$ cat config.mk
export PLATFORM = sky130hd
export DESIGN_NAME = sorted_list_insert_delete
export DESIGN_NICKNAME = d
export VERILOG_FILES = /design/src/rtl/core/sli_pkg.sv /design/src/rtl/core/sorted_list_insert_delete.sv /design/src/rtl/core/sli_ram.sv
export VERILOG_INCLUDE_DIRS = /design/src /design/src/rtl/core
export SDC_FILE = /design/constraint.sdc
export NUM_CORES = 1
export LEC_CHECK = 0
export BUFFER_PORTS_ARGS = -buffer_cell sky130_fd_sc_hd__buf_2
export CORE_MARGIN = 4
export CORE_UTILIZATION = 25
export CTS_BUF_LIST = sky130_fd_sc_hd__clkbuf_8 sky130_fd_sc_hd__clkbuf_16
export DETAILED_ROUTE_END_ITERATION = 10
export HOLD_SLACK_MARGIN = 0.12
export SLEW_MARGIN = 30
export SYNTH_ARGS = -nofsm -noshare
export SYNTH_HDL_FRONTEND = slang
export SYNTH_SLANG_ARGS = --single-unit
$ cat constraint.sdc
create_clock -name i_clk -period 5.97 [get_ports i_clk]
set_input_delay 0.8955 -clock i_clk [delete_from_list [all_inputs] [get_ports i_clk]]
set_output_delay 0.8955 -clock i_clk [all_outputs]
set_load 0.05 [all_outputs]
$ cat src/rtl/core/sorted_list_insert_delete_macros.svh
// ----------------------------------------------------------------------------
// Assertion macros for the sorted list block
// Shared concurrent assertion wrappers, clocked on i_clk, off during reset.
// ----------------------------------------------------------------------------
`ifndef SORTED_LIST_INSERT_DELETE_MACROS_SVH
`define SORTED_LIST_INSERT_DELETE_MACROS_SVH

// Check that cond holds at every clock edge out of reset.
`define SLI_ASSERT_ALWAYS(label, cond, msg) \
    label: assert property (@(posedge i_clk) disable iff (!i_rst_n) (cond)) \
        else $error(msg);

// Check that ante implies cons in the same cycle.
`define SLI_ASSERT_IMPLY(label, ante, cons, msg) \
    label: assert property (@(posedge i_clk) disable iff (!i_rst_n) (ante) |-> (cons)) \
        else $error(msg);

// Check that ante implies cons in the next cycle.
`define SLI_ASSERT_NEXT(label, ante, cons, msg) \
    label: assert property (@(posedge i_clk) disable iff (!i_rst_n) (ante) |=> (cons)) \
        else $error(msg);

`endif

$ cat src/rtl/core/sli_pkg.sv
// ----------------------------------------------------------------------------
// sli_pkg
// Types and constants shared by the sorted list insert/delete block.
// ----------------------------------------------------------------------------
package sli_pkg;

    // Default table depth
    localparam int CAPACITY_DEF = 16;

    // Value width and result count width
    localparam int VALUE_W = 32;
    localparam int COUNT_W = 5;

    // Operation codes
    localparam logic FUNC_INSERT = 1'b0;
    localparam logic FUNC_DELETE = 1'b1;

    // Status codes
    localparam logic ST_DONE = 1'b0;
    localparam logic ST_FULL = 1'b1;

    // Input beat
    typedef struct packed {
        logic                      func;
        logic signed [VALUE_W-1:0] value;
    } t_in;

    // Output beat
    typedef struct packed {
        logic [COUNT_W-1:0] entry_count;
        logic               status;
    } t_out;

endpackage

$ cat src/rtl/core/sorted_list_insert_delete.sv
// Sorted list insert/delete. The block keeps up to CAPACITY signed 32-bit
// values in ascending order in a single-port-read table RAM. Each input beat
// is an insert or a delete-all-equal; each yields one output beat with the
// new entry count and a status bit (set when an insert hits a full table and
// is dropped). An insert into a table of n entries (n above zero) at
// position p walks the entries from the top down, one per cycle; a delete
// walks all n entries from the bottom up; an insert into an empty table, a
// full-table insert or an empty-table delete needs no walk. The single read
// port of the table RAM sets the pace at one entry per cycle. One item is in
// work at a time; the output register holds a finished result while the next
// beat is taken.
// ----------------------------------------------------------------------------
// sorted_list_insert_delete
// Bounded ascending table with in-order insert and delete-all-equal.
// ----------------------------------------------------------------------------
`include "sorted_list_insert_delete_macros.svh"

module sorted_list_insert_delete #(
    parameter int CAPACITY = sli_pkg::CAPACITY_DEF
) (
    input  logic          i_clk,
    input  logic          i_rst_n,
    input  logic          i_valid,
    output logic          o_ready,
    input  sli_pkg::t_in  i_data,
    output logic          o_valid,
    input  logic          i_ready,
    output sli_pkg::t_out o_data
);

    import sli_pkg::*;

    localparam int AW = $clog2(CAPACITY);
    localparam int CW = $clog2(CAPACITY + 1);

    typedef enum logic [4:0] {
        S_IDLE = 5'b00001,
        S_INS  = 5'b00010,
        S_PUT  = 5'b00100,
        S_DEL  = 5'b01000,
        S_RESP = 5'b10000
    } t_state;

    // Map an internal count onto the 5-bit result field
    function automatic logic [COUNT_W-1:0] to_count(input logic [CW-1:0] c);
        logic [CW+COUNT_W-1:0] wide;
        wide = {{COUNT_W{1'b0}}, c};
        return wide[COUNT_W-1:0];
    endfunction

    t_state                     r_state, n_state;
    logic [CW-1:0]              r_occ, n_occ;
    logic [AW-1:0]              r_cur, n_cur;
    logic [CW-1:0]              r_keep, n_keep;
    logic signed [VALUE_W-1:0]  r_val, n_val;
    t_out                       r_res, n_res;
    logic                       r_out_valid, n_out_valid;
    t_out                       r_out, n_out;

    logic                       ram_we;
    logic [AW-1:0]              ram_waddr;
    logic [VALUE_W-1:0]         ram_wdata;
    logic                       ram_re;
    logic [AW-1:0]              ram_raddr;
    logic [VALUE_W-1:0]         ram_rdata;

    logic signed [VALUE_W-1:0]  w_entry;
    logic [CW-1:0]              w_occ_dec_full;
    logic [AW-1:0]              w_occ_dec;
    logic [CW-1:0]              w_occ_inc;
    logic [AW-1:0]              w_cur_inc;
    logic [AW-1:0]              w_cur_dec;
    logic                       w_keep_it;
    logic [CW-1:0]              w_keep_nx;

    // Table storage
    sli_ram #(
        .WIDTH (VALUE_W),
        .DEPTH (CAPACITY)
    ) u_table (
        .i_clk   (i_clk),
        .i_we    (ram_we),
        .i_waddr (ram_waddr),
        .i_wdata (ram_wdata),
        .i_re    (ram_re),
        .i_raddr (ram_raddr),
        .o_rdata (ram_rdata)
    );

    // Index arithmetic
    assign w_entry        = $signed(ram_rdata);
    assign w_occ_dec_full = r_occ - CW'(1);
    assign w_occ_dec      = w_occ_dec_full[AW-1:0];
    assign w_occ_inc      = r_occ + CW'(1);
    assign w_cur_inc      = r_cur + AW'(1);
    assign w_cur_dec      = r_cur - AW'(1);
    assign w_keep_it      = (w_entry != r_val);
    assign w_keep_nx      = w_keep_it ? r_keep + CW'(1) : r_keep;

    // Sequencer: walk the table one entry per cycle
    always_comb begin
        n_state     = r_state;
        n_occ       = r_occ;
        n_cur       = r_cur;
        n_keep      = r_keep;
        n_val       = r_val;
        n_res       = r_res;
        n_out_valid = r_out_valid;
        n_out       = r_out;
        ram_we      = 1'b0;
        ram_waddr   = w_cur_inc;
        ram_wdata   = r_val;
        ram_re      = 1'b0;
        ram_raddr   = w_cur_dec;

        // Drop the output beat once taken
        if (r_out_valid && i_ready) begin
            n_out_valid = 1'b0;
        end

        case (r_state)
            S_IDLE: begin
                if (i_valid) begin
                    n_val = i_data.value;
                    if (i_data.func == FUNC_INSERT) begin
                        if (r_occ >= CW'(CAPACITY)) begin
                            n_res   = '{entry_count: to_count(r_occ), status: ST_FULL};
                            n_state = S_RESP;
                        end else if (r_occ == '0) begin
                            ram_we    = 1'b1;
                            ram_waddr = '0;
                            ram_wdata = i_data.value;
                            n_occ     = w_occ_inc;
                            n_res     = '{entry_count: to_count(w_occ_inc), status: ST_DONE};
                            n_state   = S_RESP;
                        end else begin
                            ram_re    = 1'b1;
                            ram_raddr = w_occ_dec;
                            n_cur     = w_occ_dec;
                            n_state   = S_INS;
                        end
                    end else begin
                        if (r_occ == '0) begin
                            n_res   = '{entry_count: to_count(r_occ), status: ST_DONE};
                            n_state = S_RESP;
                        end else begin
                            ram_re    = 1'b1;
                            ram_raddr = '0;
                            n_cur     = '0;
                            n_keep    = '0;
                            n_state   = S_DEL;
                        end
                    end
                end
            end

            // Shift larger-or-equal entries up by one, top down
            S_INS: begin
                ram_we    = 1'b1;
                ram_waddr = w_cur_inc;
                if (w_entry < r_val) begin
                    ram_wdata = r_val;
                    n_occ     = w_occ_inc;
                    n_res     = '{entry_count: to_count(w_occ_inc), status: ST_DONE};
                    n_state   = S_RESP;
                end else begin
                    ram_wdata = ram_rdata;
                    if (r_cur == '0) begin
                        n_state = S_PUT;
                    end else begin
                        ram_re    = 1'b1;
                        ram_raddr = w_cur_dec;
                        n_cur     = w_cur_dec;
                    end
                end
            end

            // Place the new value at the bottom slot
            S_PUT: begin
                ram_we    = 1'b1;
                ram_waddr = '0;
                ram_wdata = r_val;
                n_occ     = w_occ_inc;
                n_res     = '{entry_count: to_count(w_occ_inc), status: ST_DONE};
                n_state   = S_RESP;
            end

            // Compact: copy non-matching entries down, bottom up
            S_DEL: begin
                if (w_keep_it) begin
                    ram_we    = 1'b1;
                    ram_waddr = r_keep[AW-1:0];
                    ram_wdata = ram_rdata;
                end
                n_keep = w_keep_nx;
                if (r_cur == w_occ_dec) begin
                    n_occ   = w_keep_nx;
                    n_res   = '{entry_count: to_count(w_keep_nx), status: ST_DONE};
                    n_state = S_RESP;
                end else begin
                    ram_re    = 1'b1;
                    ram_raddr = w_cur_inc;
                    n_cur     = w_cur_inc;
                end
            end

            // Hand the result to the output register when it is free
            S_RESP: begin
                if (!r_out_valid || i_ready) begin
                    n_out_valid = 1'b1;
                    n_out       = r_res;
                    n_state     = S_IDLE;
                end
            end

            default: begin
                n_state = S_IDLE;
            end
        endcase
    end

    // Control registers
    always_ff @(posedge i_clk) begin
        if (!i_rst_n) begin
            r_state     <= S_IDLE;
            r_occ       <= '0;
            r_out_valid <= 1'b0;
        end else begin
            r_state     <= n_state;
            r_occ       <= n_occ;
            r_out_valid <= n_out_valid;
        end
    end

    // Payload registers
    always_ff @(posedge i_clk) begin
        r_cur  <= n_cur;
        r_keep <= n_keep;
        r_val  <= n_val;
        r_res  <= n_res;
        r_out  <= n_out;
    end

    assign o_ready = (r_state == S_IDLE);
    assign o_valid = r_out_valid;
    assign o_data  = r_out;

    // Checks
    `SLI_ASSERT_ALWAYS(a_occ_bound, r_occ <= CW'(CAPACITY), "occupancy above capacity")
    `SLI_ASSERT_IMPLY(a_no_rw_clash, ram_we && ram_re, ram_waddr != ram_raddr,
        "table read and write hit the same entry")
    `SLI_ASSERT_IMPLY(a_keep_behind, r_state == S_DEL, r_keep <= CW'(r_cur),
        "compaction write index ahead of read index")
    `SLI_ASSERT_IMPLY(a_full_status, r_state == S_RESP && r_res.status == ST_FULL,
        r_occ == CW'(CAPACITY), "drop flagged on a table that is not full")
    `SLI_ASSERT_NEXT(a_put_grows, r_state == S_PUT, r_occ == $past(w_occ_inc),
        "bottom insert did not grow the table")

endmodule

$ cat src/rtl/core/sli_ram.sv
// ----------------------------------------------------------------------------
// sli_ram
// Generic simple dual-port RAM: one write port, one read port, registered read.
// ----------------------------------------------------------------------------
module sli_ram #(
    parameter int WIDTH = 32,
    parameter int DEPTH = 16
) (
    input  logic                     i_clk,
    input  logic                     i_we,
    input  logic [$clog2(DEPTH)-1:0] i_waddr,
    input  logic [WIDTH-1:0]         i_wdata,
    input  logic                     i_re,
    input  logic [$clog2(DEPTH)-1:0] i_raddr,
    output logic [WIDTH-1:0]         o_rdata
);

    logic [WIDTH-1:0] r_mem [DEPTH];
    logic [WIDTH-1:0] r_rdata;

    // Write and registered read
    always_ff @(posedge i_clk) begin
        if (i_we) begin
            r_mem[i_waddr] <= i_wdata;
        end
        if (i_re) begin
            r_rdata <= r_mem[i_raddr];
        end
    end

    assign o_rdata = r_rdata;

endmodule

==> results.md <==
- GRT Overall Usage: roughly an eighth
- DRT Pass-1 Iters: 7
- Register bit total from synthesis: approximately 610
- Min Tclk post-route: slightly below 5000 ps
- Via/cell ratio: roughly 4.7
- Fmax: roughly 200 MHz
- H-Tree Depth: 2
- Post-place setup slack: 1180 ps
- CTS buffer count: 58
- Slew @ Worst Pin: between 1000 and 1500 ps
- Status: finished clean
- FP Rows: approximately 120
- Clk_skew: between 40 and 50 ps
- Clock transition at path regs: about 60 ps
- Drt total wl: ~67 mm
- Ys Warns: 0
- Cell taking the most area after synthesis: edfxtp_1
- Worst flop-to-flop path endpoint: u_table.r_mem[2][29]
- Top cells by instance count after synthesis: edfxtp_1, nand2_1, a21oi_1
- Hold Startpoint: r_res[5]
- Sequential fraction of the synthesis area: roughly 70%
- Starting Density: ~25%
- Most instantiated library cell after synthesis: edfxtp_1
- Largest net degree at the start of global routing: between 150 and 200
- RSZ-0062 raised after global routing: false
- Max Buffers Root-to-Sink: 3
- Input/output buffers: 44
- DR top layer: met4
- Mapped Nets: 2068
- Synth Cell Area: 25700 µm²
- Dominant synthesized flop cell: edfxtp_1
- Post-Syn Area per Cell: ~13 µm²
- Chip height: approximately 330 µm
- Met3 Routed Length: about 5.3 mm
- Root Buffer: clkbuf_16
- TNS Setup: 0 ps
- Number of distinct library cells after synthesis: 71
- DIE AREA: around 110000 µm²
- Vias: between 15k and 20k
- Clock tree sinks: between 600 and 700
- Final Power: roughly 15 mW
- Critical path type: flop to flop
- Final GP Congestion: about 0.82
- Post-synth EDFFs: around 600
- PwrDens: 516 nW/µm²
- Share of flip-flops with an asynchronous set or reset: 0%
- R2R setup slack: ~1100 ps
- Worst setup SP type: flop
- Req. time, crit path: between 6000 and 7000 ps
- Max Slew Vio Count: 0
- Die X-Extent: about 330 µm
- Core area: between 100000 and 150000 µm²
- Grt ovf: 0
- Largest fanout on the critical path: 17
- Final #Nets: roughly 2.1k
- Worst-Skew Late Latency: ~650 ps
- Max Cap Viol: 0
- Final Hold Violating Endpoints: 0
- PostCTS Resize Cnt: 0
- Hpwl dp: between 30 and 40 mm
- Post-route DRC: 0
- Hold_buf cts: 0
- Post-Syn Instances: approximately 2.0k
- Share of cells above drive strength 1: 10.6%
- Maximum vdd drop: approximately 0.42 mV
- Final critical-path share of the clock period: between 80% and 90%
- Final worst slack: about 1100 ps
- M1 wire length: roughly 30 mm
- R2r startpoint: u_table.o_rdata[31]
- Global-route wire length before repair: ~100 mm
- Initial antenna violation count: 10
- Vias in the first global route: between 15k and 20k
- CP Capture Type: flop
- Avg WL per Cell: just under 20 µm
- Largest cells by area after synthesis: edfxtp_1, nand2_1, a21oi_1
- Area Growth Syn to Fin: 15.5%
- Flip-flop and latch area: between 15000 and 20000 µm²
- Critical path data arrival time: just over 5000 ps
- Met2 routed WL: approximately 31 mm
- Lkg Pwr: 10.2 nW
- Post-route ant nets: 0
- Min-Delay Endpoint: o_data[5]
- Boundary Pins: 45
- Worst Hold Slack: approximately 420 ps
- Fillers: just over 10k
- R2R depth: 9
- Post-synth top area share: a little over two thirds
- Area of the multi-input gates: 6980 µm²
- CTS tree: done
- Slew headroom: roughly a third
- Hold Path Class: flop to flop
- Setup Buffers After CTS: 0
- Setup violators final: 0
- Hold Path Stages: 0
- Drt initial violations: about 1.6k
## how the worst max path moves through the flow
stage | end | depth (start not counted) | startpoint
2_1_floorplan | u_table.r_mem[12][0] | 9 | i_data[32]
3_3_place_gp | u_table.r_mem[2][18] | 9 | u_table.o_rdata[31]
3_5_place_dp | u_table.r_mem[2][18] | 9 | u_table.o_rdata[31]
4_1_cts | u_table.r_mem[2][29] | 9 | u_table.o_rdata[31]
5_1_grt | u_table.r_mem[2][29] | 9 | u_table.o_rdata[31]
6_report | u_table.r_mem[2][29] | 9 | u_table.o_rdata[31]
## flip-flops by register name, summed over array words and instances, names as in the netlist
register / count
u_table.o_rdata: 32
r_cur: 4
o_data: 6
r_state: 5
u_table.r_mem: 512
r_keep: 5
r_occ: 5
r_res: 6
r_val: 32
o_valid: 1
## area by class of cell
cell class              instances  share of cell area, %
repair buffers                 92                   2.65
clock inverters                50                   1.51
diodes                          3                 0.0253
multi-input cells            1218                   23.5
inverters                      48                  0.606
flip-flops and latches        608                   61.1
clock buffers                  58                   4.88
well taps                    1368                   5.76
## routing by layer
metal / global-route usage (%) / up-vias
met2: 19.0 / 622
met3: 2.14 / 97
li1: - / 7460
met1: 17.2 / 8093
met5: 0 / -
met4: 3.35 / 0
## kinds of logic after synthesis
group,Yosys count,synth area share (%)
AO/OA/AOI/OAI,385,9.54
XOR/XNOR,18,0.725
adder cells (fa/ha/maj),38,1.85
buffers and inverters,167,3.01
flip-flops,608,70.5
multiplexers,39,1.53
AND/OR/NAND/NOR,738,12.8
## worst max-delay path: stages, from the launching register on
cell,delay (ps)
edfxtp_1,400
ha_1,420
nand4_1,360
nor4_4,690
nand3_2,350
and2_0,370
a22o_1,390
nand2b_1,370
nor2_4,680
buf_4,480
## cell usage in the layout, fill, tap and decap left out, types with 4 or more instances in the layout
| cell | Yosys | final |
|---|---|---|
| edfxtp_1 | 597 | 597 |
| clkinv_1 | 0 | 15 |
| mux2i_1 | 37 | 37 |
| nand2_1 | 442 | 441 |
| nor2_4 | 0 | 14 |
| o211ai_1 | 4 | 4 |
| buf_4 | 7 | 34 |
| nor2b_1 | 5 | 5 |
| nand4_1 | 43 | 43 |
| dfxtp_1 | 11 | 11 |
| xor2_1 | 7 | 7 |
| bufinv_16 | 0 | 7 |
| a221o_1 | 64 | 64 |
| nor2_1 | 52 | 38 |
| inv_1 | 48 | 58 |
| buf_16 | 0 | 5 |
| buf_2 | 90 | 44 |
| nor3_1 | 15 | 11 |
| clkinv_2 | 0 | 13 |
| o21ai_0 | 84 | 84 |
| ha_1 | 38 | 38 |
| and2_1 | 35 | 33 |
| nand2b_1 | 6 | 6 |
| buf_12 | 0 | 8 |
| xnor2_1 | 9 | 9 |
| a21o_1 | 12 | 12 |
| clkbuf_16 | 0 | 58 |
| o22ai_1 | 5 | 5 |
| nand3_1 | 111 | 110 |
| a21oi_1 | 181 | 180 |
| nor3_2 | 1 | 5 |
## through the flow
step,std cells,cell area [µm²],util (%)
final,3445,29700,29.1
after global placement,3327,27600,27.1
after detailed placement,3334,27800,27.3
after floorplan,1993,25700,-
after global routing,3443,29700,29.1
after CTS,3442,29700,29.1
## power breakdown
| group | internal [mW] | total, mW | switching [mW] |
|---|---|---|---|
| Clock | 2.07 | 3.67 | 1.60 |
| Sequential | 5.86 | 6.02 | 0.163 |
| Combinational | 1.62 | 5.64 | 4.02 |
| Total | 9.55 | 15.3 | 5.78 |
(Power assumes the default switching activity.)
